`src/rtl/stpc_pkg.sv`:
```
`default_nettype none

package stpc_pkg;

    // result format
    localparam int FRACTION_BITS = 8;
    localparam int RESULT_WIDTH  = 24;

    // field widths
    localparam int RAW_W   = 16;
    localparam int TPT_W   = 10;
    localparam int HPT_W   = 8;
    localparam int PT_W    = TPT_W;
    localparam int DIFF_W  = RAW_W + 1;
    localparam int PDIFF_W = PT_W + 1;
    localparam int PROD_W  = DIFF_W + PDIFF_W;
    localparam int SUM_W   = PROD_W + 1;
    localparam int MAG_W   = SUM_W - 1;

    // point scales: eighths of a degree, halves of a percent
    localparam int TEMP_SCALE_LOG2 = 3;
    localparam int HUM_SCALE_LOG2  = 1;
    localparam int TEMP_SHIFT      = FRACTION_BITS - TEMP_SCALE_LOG2;
    localparam int HUM_SHIFT       = FRACTION_BITS - HUM_SCALE_LOG2;

    // divider geometry: one quotient bit per cell
    localparam int NUM_W = MAG_W + HUM_SHIFT;
    localparam int DIV_W = RAW_W;
    localparam int CMP_W = ((NUM_W > RESULT_WIDTH) ? NUM_W : RESULT_WIDTH) + 1;

    localparam logic [RESULT_WIDTH-1:0] SAT_POS = {1'b0, {(RESULT_WIDTH-1){1'b1}}};
    localparam logic [RESULT_WIDTH-1:0] SAT_NEG = {1'b1, {(RESULT_WIDTH-1){1'b0}}};

    // configuration port
    localparam int CFG_IDX_W  = 3;
    localparam int CFG_DATA_W = 16;

    typedef enum logic [CFG_IDX_W-1:0] {
        REG_TEMP_P0 = 3'd0,
        REG_TEMP_P1 = 3'd1,
        REG_TEMP_R0 = 3'd2,
        REG_TEMP_R1 = 3'd3,
        REG_HUM_P0  = 3'd4,
        REG_HUM_P1  = 3'd5,
        REG_HUM_R0  = 3'd6,
        REG_HUM_R1  = 3'd7
    } cfg_reg_e;

    localparam logic CHAN_TEMP = 1'b0;
    localparam logic CHAN_HUM  = 1'b1;

    typedef struct packed {
        logic        [TPT_W-1:0] temp_p0;
        logic        [TPT_W-1:0] temp_p1;
        logic signed [RAW_W-1:0] temp_r0;
        logic signed [RAW_W-1:0] temp_r1;
        logic        [HPT_W-1:0] hum_p0;
        logic        [HPT_W-1:0] hum_p1;
        logic signed [RAW_W-1:0] hum_r0;
        logic signed [RAW_W-1:0] hum_r1;
    } cal_cfg_t;

    typedef struct packed {
        logic chan;
        logic neg;
        logic err;
    } div_meta_t;

    // link between neighboring divider cells
    typedef struct packed {
        logic             valid;
        div_meta_t        meta;
        logic [DIV_W-1:0] rem;
        logic [NUM_W-1:0] nq;
        logic [DIV_W-1:0] dvs;
    } div_stage_t;

    typedef struct packed {
        logic                    chan;
        logic [RESULT_WIDTH-1:0] value;
        logic                    sat;
        logic                    err;
    } result_t;

endpackage

`default_nettype wire

```
`src/rtl/stpc_front.sv`:
```
`default_nettype none

module stpc_front
    import stpc_pkg::*;
(
    input  wire logic                    aclk,
    input  wire logic                    aresetn,
    input  wire logic                    adv,
    input  wire logic                    in_valid,
    input  wire logic                    in_chan,
    input  wire logic signed [RAW_W-1:0] in_raw,
    input  wire cal_cfg_t                cfg,
    output div_stage_t                   div_entry
);

    // stage 1: pick the channel's points, form differences
    logic                      s1_valid_reg, s1_chan_reg;
    logic signed [DIFF_W-1:0]  s1_dr_reg, s1_dx_reg;
    logic signed [PDIFF_W-1:0] s1_dp_reg;
    logic        [PT_W-1:0]    s1_p0_reg;

    logic        [PT_W-1:0]    sel_p0, sel_p1;
    logic signed [RAW_W-1:0]   sel_r0, sel_r1;
    logic signed [DIFF_W-1:0]  s1_dr_next, s1_dx_next;
    logic signed [PDIFF_W-1:0] s1_dp_next;

    always_comb begin
        if (in_chan == CHAN_HUM) begin
            sel_p0 = PT_W'(cfg.hum_p0);
            sel_p1 = PT_W'(cfg.hum_p1);
            sel_r0 = cfg.hum_r0;
            sel_r1 = cfg.hum_r1;
        end else begin
            sel_p0 = cfg.temp_p0;
            sel_p1 = cfg.temp_p1;
            sel_r0 = cfg.temp_r0;
            sel_r1 = cfg.temp_r1;
        end
        s1_dr_next = $signed({sel_r1[RAW_W-1], sel_r1}) - $signed({sel_r0[RAW_W-1], sel_r0});
        s1_dx_next = $signed({in_raw[RAW_W-1], in_raw}) - $signed({sel_r0[RAW_W-1], sel_r0});
        s1_dp_next = $signed({1'b0, sel_p1}) - $signed({1'b0, sel_p0});
    end

    // stage 2: the two products, divisor magnitude
    logic                     s2_valid_reg, s2_chan_reg, s2_err_reg, s2_drneg_reg;
    logic        [DIV_W-1:0]  s2_dvs_reg;
    logic signed [PROD_W-1:0] s2_pa_reg, s2_pb_reg;
    logic signed [PROD_W-1:0] s2_pa_next, s2_pb_next;
    logic        [DIFF_W-1:0] s2_dr_abs;

    assign s2_pa_next = $signed({1'b0, s1_p0_reg}) * s1_dr_reg;
    assign s2_pb_next = s1_dx_reg * s1_dp_reg;
    assign s2_dr_abs  = s1_dr_reg[DIFF_W-1] ? (~s1_dr_reg + 1'b1) : s1_dr_reg;

    // stage 3: interpolation numerator
    logic                    s3_valid_reg, s3_chan_reg, s3_err_reg, s3_drneg_reg;
    logic       [DIV_W-1:0]  s3_dvs_reg;
    logic signed [SUM_W-1:0] s3_sum_reg, s3_sum_next;

    assign s3_sum_next = $signed({s2_pa_reg[PROD_W-1], s2_pa_reg})
                       + $signed({s2_pb_reg[PROD_W-1], s2_pb_reg});

    // stage 4: sign and magnitude, aligned for the point scale
    div_stage_t       entry_reg, entry_next;
    logic [SUM_W-1:0] sum_abs;
    logic [NUM_W-1:0] mag_ext;

    always_comb begin
        sum_abs = s3_sum_reg[SUM_W-1] ? (~s3_sum_reg + 1'b1) : s3_sum_reg;
        mag_ext = {{HUM_SHIFT{1'b0}}, sum_abs[MAG_W-1:0]};
        entry_next.valid    = s3_valid_reg;
        entry_next.meta     = '{chan: s3_chan_reg,
                                neg:  s3_sum_reg[SUM_W-1] ^ s3_drneg_reg,
                                err:  s3_err_reg};
        entry_next.rem      = '0;
        entry_next.nq       = (s3_chan_reg == CHAN_HUM) ? (mag_ext << HUM_SHIFT)
                                                        : (mag_ext << TEMP_SHIFT);
        entry_next.dvs      = s3_dvs_reg;
    end

    always_ff @(posedge aclk) begin
        if (!aresetn) begin
            s1_valid_reg    <= 1'b0;
            s2_valid_reg    <= 1'b0;
            s3_valid_reg    <= 1'b0;
            entry_reg.valid <= 1'b0;
        end else if (adv) begin
            s1_valid_reg <= in_valid;
            s1_chan_reg  <= in_chan;
            s1_dr_reg    <= s1_dr_next;
            s1_dx_reg    <= s1_dx_next;
            s1_dp_reg    <= s1_dp_next;
            s1_p0_reg    <= sel_p0;

            s2_valid_reg <= s1_valid_reg;
            s2_chan_reg  <= s1_chan_reg;
            s2_err_reg   <= (s1_dr_reg == '0);
            s2_drneg_reg <= s1_dr_reg[DIFF_W-1];
            s2_dvs_reg   <= s2_dr_abs[DIV_W-1:0];
            s2_pa_reg    <= s2_pa_next;
            s2_pb_reg    <= s2_pb_next;

            s3_valid_reg <= s2_valid_reg;
            s3_chan_reg  <= s2_chan_reg;
            s3_err_reg   <= s2_err_reg;
            s3_drneg_reg <= s2_drneg_reg;
            s3_dvs_reg   <= s2_dvs_reg;
            s3_sum_reg   <= s3_sum_next;

            entry_reg    <= entry_next;
        end
    end

    assign div_entry = entry_reg;

endmodule

`default_nettype wire

```
`src/rtl/stpc_div_cell.sv`:
```
`default_nettype none

module stpc_div_cell
    import stpc_pkg::*;
(
    input  wire logic       aclk,
    input  wire logic       aresetn,
    input  wire logic       adv,
    input  wire div_stage_t stage_in,
    output div_stage_t      stage_out
);

    // one restoring step: shift in the next numerator bit, try the divisor
    div_stage_t       stage_reg, stage_next;
    logic [DIV_W:0]   rem_sh, rem_sub;
    logic             ge;

    always_comb begin
        rem_sh  = {stage_in.rem, stage_in.nq[NUM_W-1]};
        rem_sub = rem_sh - {1'b0, stage_in.dvs};
        ge      = (rem_sh >= {1'b0, stage_in.dvs});
        stage_next       = stage_in;
        stage_next.rem   = ge ? rem_sub[DIV_W-1:0] : rem_sh[DIV_W-1:0];
        stage_next.nq    = {stage_in.nq[NUM_W-2:0], ge};
    end

    always_ff @(posedge aclk) begin
        if (!aresetn) begin
            stage_reg.valid <= 1'b0;
        end else if (adv) begin
            stage_reg <= stage_next;
        end
    end

    assign stage_out = stage_reg;

endmodule

`default_nettype wire

```
`src/rtl/stpc_back.sv`:
```
`default_nettype none

module stpc_back
    import stpc_pkg::*;
(
    input  wire logic       aclk,
    input  wire logic       aresetn,
    input  wire div_stage_t div_last,
    input  wire logic       m_ready,
    output logic            adv,
    output logic            out_valid,
    output result_t         out_data
);

    localparam logic [CMP_W-1:0] POS_LIM =
        {{(CMP_W-RESULT_WIDTH+1){1'b0}}, {(RESULT_WIDTH-1){1'b1}}};
    localparam logic [CMP_W-1:0] NEG_LIM = POS_LIM + 1'b1;

    logic             out_valid_reg, out_valid_next;
    logic             skid_valid_reg, skid_valid_next;
    result_t          out_reg, out_next, skid_reg, skid_next;
    result_t          res;
    logic             in_v;
    logic [CMP_W-1:0] qx, val_ext;
    logic             over;

    // sign, saturation and calibration error
    always_comb begin
        qx      = {{(CMP_W-NUM_W){1'b0}}, div_last.nq};
        over    = div_last.meta.neg ? (qx > NEG_LIM) : (qx > POS_LIM);
        val_ext = div_last.meta.neg ? (~qx + 1'b1) : qx;
        res.chan = div_last.meta.chan;
        res.err  = div_last.meta.err;
        if (div_last.meta.err) begin
            res.value = '0;
            res.sat   = 1'b0;
        end else if (over) begin
            res.value = div_last.meta.neg ? SAT_NEG : SAT_POS;
            res.sat   = 1'b1;
        end else begin
            res.value = val_ext[RESULT_WIDTH-1:0];
            res.sat   = 1'b0;
        end
    end

    assign adv  = !skid_valid_reg;
    assign in_v = div_last.valid && adv;

    // output register with one skid entry behind it
    always_comb begin
        out_valid_next  = out_valid_reg;
        out_next        = out_reg;
        skid_valid_next = skid_valid_reg;
        skid_next       = skid_reg;
        if (!out_valid_reg || m_ready) begin
            if (skid_valid_reg) begin
                out_valid_next  = 1'b1;
                out_next        = skid_reg;
                skid_valid_next = 1'b0;
            end else begin
                out_valid_next = in_v;
                if (in_v) begin
                    out_next = res;
                end
            end
        end else if (in_v) begin
            skid_valid_next = 1'b1;
            skid_next       = res;
        end
    end

    always_ff @(posedge aclk) begin
        if (!aresetn) begin
            out_valid_reg  <= 1'b0;
            skid_valid_reg <= 1'b0;
        end else begin
            out_valid_reg  <= out_valid_next;
            skid_valid_reg <= skid_valid_next;
            out_reg        <= out_next;
            skid_reg       <= skid_next;
        end
    end

    assign out_valid = out_valid_reg;
    assign out_data  = out_reg;

endmodule

`default_nettype wire

```
`src/rtl/sensor_two_point_calibration_unit.sv`:
```
// two-point linear calibration of raw temperature and humidity samples
// input channel s_*: one item carries a channel tag (0 temperature, 1 humidity)
//   and a raw signed 16-bit sample; taken when s_valid and s_ready are high
// result channel m_*: channel echo, value in units times 256 (truncated toward
//   zero, clipped to 24 bits), saturation flag and calibration error flag
// configuration channel cfg_*: cfg_index picks one of eight point registers,
//   cfg_data is written on cfg_valid; cfg_ready is always high
// pipeline: four front stages (select, multiply, sum, magnitude), one
//   divider cell per quotient bit (35 cells) and the output register
// throughput: one item per cycle while the pipeline is not held, bounded by
//   the divider cell row, which accepts a new dividend each cycle it advances
// reset: all point registers go to zero, pipeline and output empty, s_ready high
// stall: a result waiting at m_* does not block the input right away; one more
//   item lands in a skid entry, then the whole pipeline holds until m_ready
// equal raw points for a channel give cal_error with a zero value
`default_nettype none

module sensor_two_point_calibration_unit
    import stpc_pkg::*;
(
    input  wire logic                           aclk,
    input  wire logic                           aresetn,

    input  wire logic                           s_valid,
    output logic                                s_ready,
    input  wire logic                           s_command,
    input  wire logic signed [RAW_W-1:0]        s_raw_sample,

    output logic                                m_valid,
    input  wire logic                           m_ready,
    output logic                                m_channel,
    output logic signed [RESULT_WIDTH-1:0]      m_calibrated_value,
    output logic                                m_saturated,
    output logic                                m_cal_error,

    input  wire logic                           cfg_valid,
    output logic                                cfg_ready,
    input  wire logic [CFG_IDX_W-1:0]           cfg_index,
    input  wire logic [CFG_DATA_W-1:0]          cfg_data
);

    // calibration point registers
    cal_cfg_t cfg_reg;

    assign cfg_ready = 1'b1;

    always_ff @(posedge aclk) begin
        if (!aresetn) begin
            cfg_reg <= '0;
        end else if (cfg_valid) begin
            unique case (cfg_reg_e'(cfg_index))
                REG_TEMP_P0: cfg_reg.temp_p0 <= cfg_data[TPT_W-1:0];
                REG_TEMP_P1: cfg_reg.temp_p1 <= cfg_data[TPT_W-1:0];
                REG_TEMP_R0: cfg_reg.temp_r0 <= cfg_data[RAW_W-1:0];
                REG_TEMP_R1: cfg_reg.temp_r1 <= cfg_data[RAW_W-1:0];
                REG_HUM_P0:  cfg_reg.hum_p0  <= cfg_data[HPT_W-1:0];
                REG_HUM_P1:  cfg_reg.hum_p1  <= cfg_data[HPT_W-1:0];
                REG_HUM_R0:  cfg_reg.hum_r0  <= cfg_data[RAW_W-1:0];
                REG_HUM_R1:  cfg_reg.hum_r1  <= cfg_data[RAW_W-1:0];
            endcase
        end
    end

    // whole pipeline steps together; holds only while the skid entry is full
    logic       adv;
    div_stage_t div_link [NUM_W+1];
    result_t    out_data;

    assign s_ready = adv;

    // selection, multiplies and numerator forming
    stpc_front u_front (
        .aclk      (aclk),
        .aresetn   (aresetn),
        .adv       (adv),
        .in_valid  (s_valid),
        .in_chan   (s_command),
        .in_raw    (s_raw_sample),
        .cfg       (cfg_reg),
        .div_entry (div_link[0])
    );

    // row of divider cells, msb of the quotient first
    for (genvar gi = 0; gi < NUM_W; gi++) begin : g_div
        stpc_div_cell u_div_cell (
            .aclk      (aclk),
            .aresetn   (aresetn),
            .adv       (adv),
            .stage_in  (div_link[gi]),
            .stage_out (div_link[gi+1])
        );
    end

    // sign, clipping and the output register with its skid entry
    stpc_back u_back (
        .aclk      (aclk),
        .aresetn   (aresetn),
        .div_last  (div_link[NUM_W]),
        .m_ready   (m_ready),
        .adv       (adv),
        .out_valid (m_valid),
        .out_data  (out_data)
    );

    assign m_channel          = out_data.chan;
    assign m_calibrated_value = out_data.value;
    assign m_saturated        = out_data.sat;
    assign m_cal_error        = out_data.err;

endmodule

`default_nettype wire

```
`config.mk`:
```
export PLATFORM = sky130hd
export DESIGN_NAME = sensor_two_point_calibration_unit
export DESIGN_NICKNAME = d
export VERILOG_FILES = /design/src/rtl/stpc_pkg.sv /design/src/rtl/stpc_front.sv /design/src/rtl/stpc_div_cell.sv /design/src/rtl/stpc_back.sv /design/src/rtl/sensor_two_point_calibration_unit.sv
export SDC_FILE = /design/constraint.sdc
export NUM_CORES = 2
export LEC_CHECK = 0
export ABC_AREA = 1
export BUFFER_PORTS_ARGS = -buffer_cell sky130_fd_sc_hd__buf_2
export CAP_MARGIN = 20
export CORE_MARGIN = 2
export CORE_UTILIZATION = 25
export DETAILED_ROUTE_END_ITERATION = 8
export PLACE_DENSITY = 0.41
export SLEW_MARGIN = 20
export SYNTH_ARGS = -nofsm -noshare
export SYNTH_HDL_FRONTEND = slang
export SYNTH_SLANG_ARGS = --single-unit
```
`constraint.sdc`:
```
create_clock -name aclk -period 193.8 [get_ports aclk]
set_clock_uncertainty 0.15 [all_clocks]
set_input_delay 38.76 -clock aclk [delete_from_list [all_inputs] [get_ports aclk]]
set_output_delay 38.76 -clock aclk [all_outputs]
set_load 0.02 [all_outputs]
```
* Word level (Yosys, flattened, before mapping)
Cells that the tools add are included.
Operators by class: add/subtract/negate cells 41, multipliers 2, $lt $le $gt $ge 37, equality and inequality tests 7, mux-type cells 49, bitwise operators 7, reductions and logical operators 19
Operator list (count):
- greater-or-equal comparator 17 x 16 -> 1 bit | 34
- two-way mux 16 bit | 36
- subtractor 16 bit | 33
- two-way mux 27 bit | 2
- two-way mux 25 bit | 2
- two-way mux 24 bit | 2
- greater-than comparator 35 x 23 -> 1 bit, second input constant | 1
- greater-than comparator 35 x 24 -> 1 bit, second input constant | 1
- subtractor 16 x 16 -> 17 bit | 2
- two-way mux 33 bit | 1
- adder 28 x 28 -> 29 bit | 1
- adder 28 x 1 -> 28 bit, second input constant | 1
- multiplier 11 x 17 -> 28 bit | 1
- multiplier 17 x 11 -> 28 bit | 1
- two-way mux 28 bit | 1
- NOT 28 bit | 1
- adder 24 x 1 -> 24 bit, second input constant | 1
- NOT 24 bit | 1
- two-way mux 10 bit | 2
- AND reduction 2 bit | 9
- zero test 17 bit | 1
- adder 16 x 1 -> 16 bit, second input constant | 1
- greater-or-equal comparator 1 x 16 -> 1 bit | 1
- NOT 16 bit | 1
- 15 further kinds | 25
Storage, ports and cells: bits in registers 2846

* Longest topological paths before layout
depth in word-level cells 7, depth in mapped cells 24, mapped depth without buffers 22

* Cells and area by module
A second synthesis with hierarchy kept.
Second synthesis, totals: cell total of the unflattened synthesis 16396, area total of the unflattened synthesis 157551.1 µm²
By module, submodules not included:
- stpc_div_cell at g_div[0].u_div_cell ... | instances 31, cells an instance 341, area an instance 3503.4 µm², sequential area each 2122.0 µm²
- stpc_front | instances 1, cells an instance 3388, area an instance 27473.8 µm², sequential area each 6926.6 µm²
- stpc_div_cell at g_div[21].u_div_cell ... | instances 3, cells an instance 345, area an instance 3462.1 µm², sequential area each 2122.0 µm²
- sensor_two_point_calibration_unit | instances 1, cells an instance 573, area an instance 3916.3 µm², sequential area each 2001.9 µm²
- stpc_div_cell at g_div[24].u_div_cell | instances 1, cells an instance 355, area an instance 3604.7 µm², sequential area each 2122.0 µm²
- stpc_back | instances 1, cells an instance 474, area an instance 3565.9 µm², sequential area each 1661.6 µm²

* Worst setup path after synthesis
Ideal clock, no wire load.
kind input port to flip-flop, from input aresetn, to register u_back.skid_reg[0] in the netlist's numbering, enable pin, library setup time 0.419 ns, data arrival time 147.777 ns, data required time 193.231 ns, slack 45.454 ns, stages 5, buffers on the path 1, cells stage by stage clkbuf_1 -> inv_1 -> nor2_1 -> nand2_1 -> nor2_1
Between the ends: longest elaborated chain between the ends 1
Ends and longest elaborated chain:
- from (decl) | line sensor_two_point_calibration_unit.sv:22 | input wire logic aresetn,
- AND reduction 3 bit (no line)
- to (signal assigned) | line stpc_back.sv:80 | skid_reg <= skid_next;
- to (decl) | line stpc_back.sv:21 | result_t out_reg, out_next, skid_reg, skid_next;
No other way between the ends. A chain may end at the register's enable or synchronous reset.

* Worst setup path after layout
from input aresetn, to register g_div[5].u_div_cell.stage_reg, in the netlist g_div[5].u_div_cell.stage_out[7], enable pin
Between the ends: longest elaborated chain between the ends 1
Ends and longest elaborated chain:
- AND reduction 2 bit (no line)
- to (signal assigned) | line stpc_div_cell.sv:31 | stage_reg <= stage_next;
- to (decl) | line stpc_div_cell.sv:14 | div_stage_t stage_reg, stage_next;
No other way between the ends.

==> metrics.md <==
| Metric | Value |
|---|---|
| Status | completed |
| Clock Latency Late Sink | 0.93 ns |
| Detailed Route Iter0 Violations | 5582 |
| H-tree levels | 5 |
| Clk sinks | 2681 |
| Worst Setup End Kind | flip-flop |
| Post-synth ARST share | 0% |
| Clock transition at the registers of the reported paths | 0.06 ns |
| Post-place setup slack | 146.87 ns |
| Num ports | 71 |
| Cts repair resizes | 0 |
| DP Wirelength | 244600 microns |
| DR pass1 iterations | 6 |
| GPL Wtd Cong | 0.8057 |
| Fillcell total | 57570 |
| Area growth syn-to-layout | 13.25% |
| Mapped Nets | 14200 |
| Syn Inst Count | 13050 |
| Pwr per Cell Area | 17.67 nW/um^2 |
| Post-synth design cell area | 138200 sq um |
| Final Hold Fails | 0 |
| Chip Height | 747.5 microns |
| Total CTS buffers | 309 |
| Mux contribution to synthesized area | 0.1231% |
| Die ar. | 558800 sq um |
| Via/cell ratio | 4.161 |
| Leak pwr | 67.90 nW |
| Clock Path Buffers | 4 |
| Final worst slack | 148.10 ns |
| Die W | 747.5 microns |
| Setup TNS | 0 ns |
| Routed wire length | 333100 microns |
| Seq/Total Area, Yosys | 57.23% |
| Unrepaired setup endpoints after global routing | false |
| CTS tree | yes |
| Via count | 86450 |
| Largest family of logic cells by synthesized area | simple AND/OR/NAND/NOR gates |
| Simple-gate share of the synthesized area | 15.65% |
| Initial Util | 25.05% |
| Initial antenna violation count | 13 |
| Final Cycle Share | 23.58% |
| Tmin final | 45.70 ns |
| Final core utilization | 28.37% |
| Post-Syn Area per Cell | 10.59 sq um |
| Layout Nets | 14390 |
| Ratio of cells with drive above 1 in the final layout | 5.932% |
| First-pass GRT wire length | 521400 microns |
| Vias in the first global route | 87660 |
| Crit Path Max Fanout | 75 |
| Drt wl/cell | 16.03 microns |
| Worst Path Required | 194.19 ns |
| WP data arrival | 46.09 ns |
| Slew HR | 27.84% |
| Number of synthesized flops with an enable pin | 2540 |
| Commonest non-fill, non-tap cell in the layout | nand2_1 |
| Core area | 551600 sq um |
| Site Rows | 273 |
| Pins Over Slew Limit | 0 |
| Type of origin of the critical path | primary input |
| Port Buffers | 69 |
| Final setup violation count | 0 |
| Compound-Gate Fraction of Synth Area | 5.554% |
| Max VDD drop | 0.02250 mV |
| Post-synthesis adder-cell area fraction | 11.94% |
| Yosys reg bits | 2681 |
| Max reg flops | 2293 |
| Number of remaining DRC errors | 0 |
| Setup slack, reg-to-reg | 185.95 ns |
| Xor/xnor share of the synthesized area | 3.061% |
| Largest net degree at the start of global routing | 192 |
| Total of max-cap violations | 0 |
| Total grt overflow | 0 |
| Setup repair bufs after CTS | 0 |
| Yosys cell types | 58 |
| Tightest Pin Transition | 1.078 ns |
| Hold Buf Count CTS | 0 |
| ANT nets after route | 0 |
| Clk root buf | clkbuf_16 |
| Multi-input gate area | 50240 sq um |
| GRT Util Overall | 11.71% |
| HP Class | flip-flop to flip-flop |
| Highest clock rate | 0.02188 GHz |
| Register Area | 79100 sq um |
| Worst Path Class, Setup | primary input to flip-flop |
| Yosys Warn Count | 0 |
| Most used DFF post-synth | edfxtp_1 |
| Most frequent cells in the layout | nand2_1 (3275), edfxtp_1 (2540), inv_1 (1923) |
## final timing paths
| kind | startpoint | end | cells after the start |
|---|---|---|---|
| max | aresetn | g_div[5].u_div_cell.stage_out[7] | 11 |
| min | g_div[33].u_div_cell.stage_out[40] | g_div[34].u_div_cell.stage_out[41] | 0 |
| max reg2reg | u_back.skid_valid_reg | g_div[5].u_div_cell.stage_out[7] | 10 |
| min reg2reg | g_div[33].u_div_cell.stage_out[40] | g_div[34].u_div_cell.stage_out[41] | 0 |
## final cells by class
cell class              instances  area share [%]
flip-flops and latches       2681           50.54
multi-input cells            8162           32.10
clock buffers                 394           5.299
diodes                          3        0.004796
repair buffers                136          0.5676
well taps                    7287           5.825
inverters                    1959           4.701
clock inverters               155          0.9697
## routing by layer
layer | track usage [%] | up-vias | routed length [microns]
li1 | - | 43800 | -
met1 | 16.13 | 41180 | 159800
met2 | 19.63 | 1058 | 155700
met3 | 1.378 | 420 | 10310
met4 | 2.761 | 0 | 7234
met5 | 0 | - | 0
## cells in the mapped netlist (29+ instances only)
| master | instances | area share (%) |
|---|---|---|
| nand2_1 | 3275 | 8.9 |
| edfxtp_1 | 2540 | 55 |
| inv_1 | 1924 | 5.2 |
| nor2_1 | 847 | 2.3 |
| ha_1 | 741 | 6.7 |
| nand3_1 | 694 | 2.5 |
| a21oi_1 | 521 | 1.9 |
| o21ai_0 | 493 | 1.8 |
| xor2_1 | 375 | 2.4 |
| fa_1 | 361 | 5.2 |
| dfxtp_1 | 141 | 2.0 |
| clkbuf_1 | 129 | 0.35 |
| xnor2_1 | 108 | 0.68 |
| nand4_1 | 93 | 0.42 |
| nand3b_1 | 67 | 0.36 |
| nor3_1 | 65 | 0.24 |
| o21bai_1 | 55 | 0.30 |
| a21boi_0 | 51 | 0.28 |
| a21o_1 | 47 | 0.26 |
| nand2_2 | 44 | 0.20 |
| buf_6 | 43 | 0.35 |
| a21oi_2 | 36 | 0.23 |
| o211ai_1 | 34 | 0.18 |
| nand3_2 | 30 | 0.22 |
| buf_4 | 29 | 0.16 |
## stage by stage
| step | power (mW) | std cells | cell area [sq um] | hold slack, ns |
|---|---|---|---|---|
| after floorplan | 1.930 | 13050 | 138200 | 0.2503 |
| after global placement | 2.226 | 20230 | 146700 | 0.2502 |
| after detailed placement | 2.219 | 20230 | 146700 | 0.2545 |
| after CTS | 2.815 | 20770 | 156500 | 0.2033 |
| after global routing | 3.024 | 20780 | 156500 | 0.2167 |
| final | 2.766 | 20780 | 156500 | 0.2152 |
## kinds of logic after synthesis
kind of cell | after synthesis
DFF | 2681
adders and majority gates | 1102
AOI/OAI and AO/OA | 1357
and+or+nand+nor | 5202
xor gates and xnor gates | 483
other | 1
muxes | 17
buffers and inverters | 2211
## power breakdown
part	switching, mW	internal, mW	total, mW
combinational	0.860	0.456	1.32
clock	0.241	0.331	0.571
sequential	0.0662	0.812	0.879
## worst max-delay path: stages
cell	delay, ns
buf_4	0.44
inv_1	0.18
nor2_4	0.13
buf_4	0.70
buf_4	0.66
buf_4	0.67
buf_4	0.83
buf_4	0.76
buf_4	0.76
buf_4	0.82
buf_4	0.78
Power figures use the tool's default switching activity.
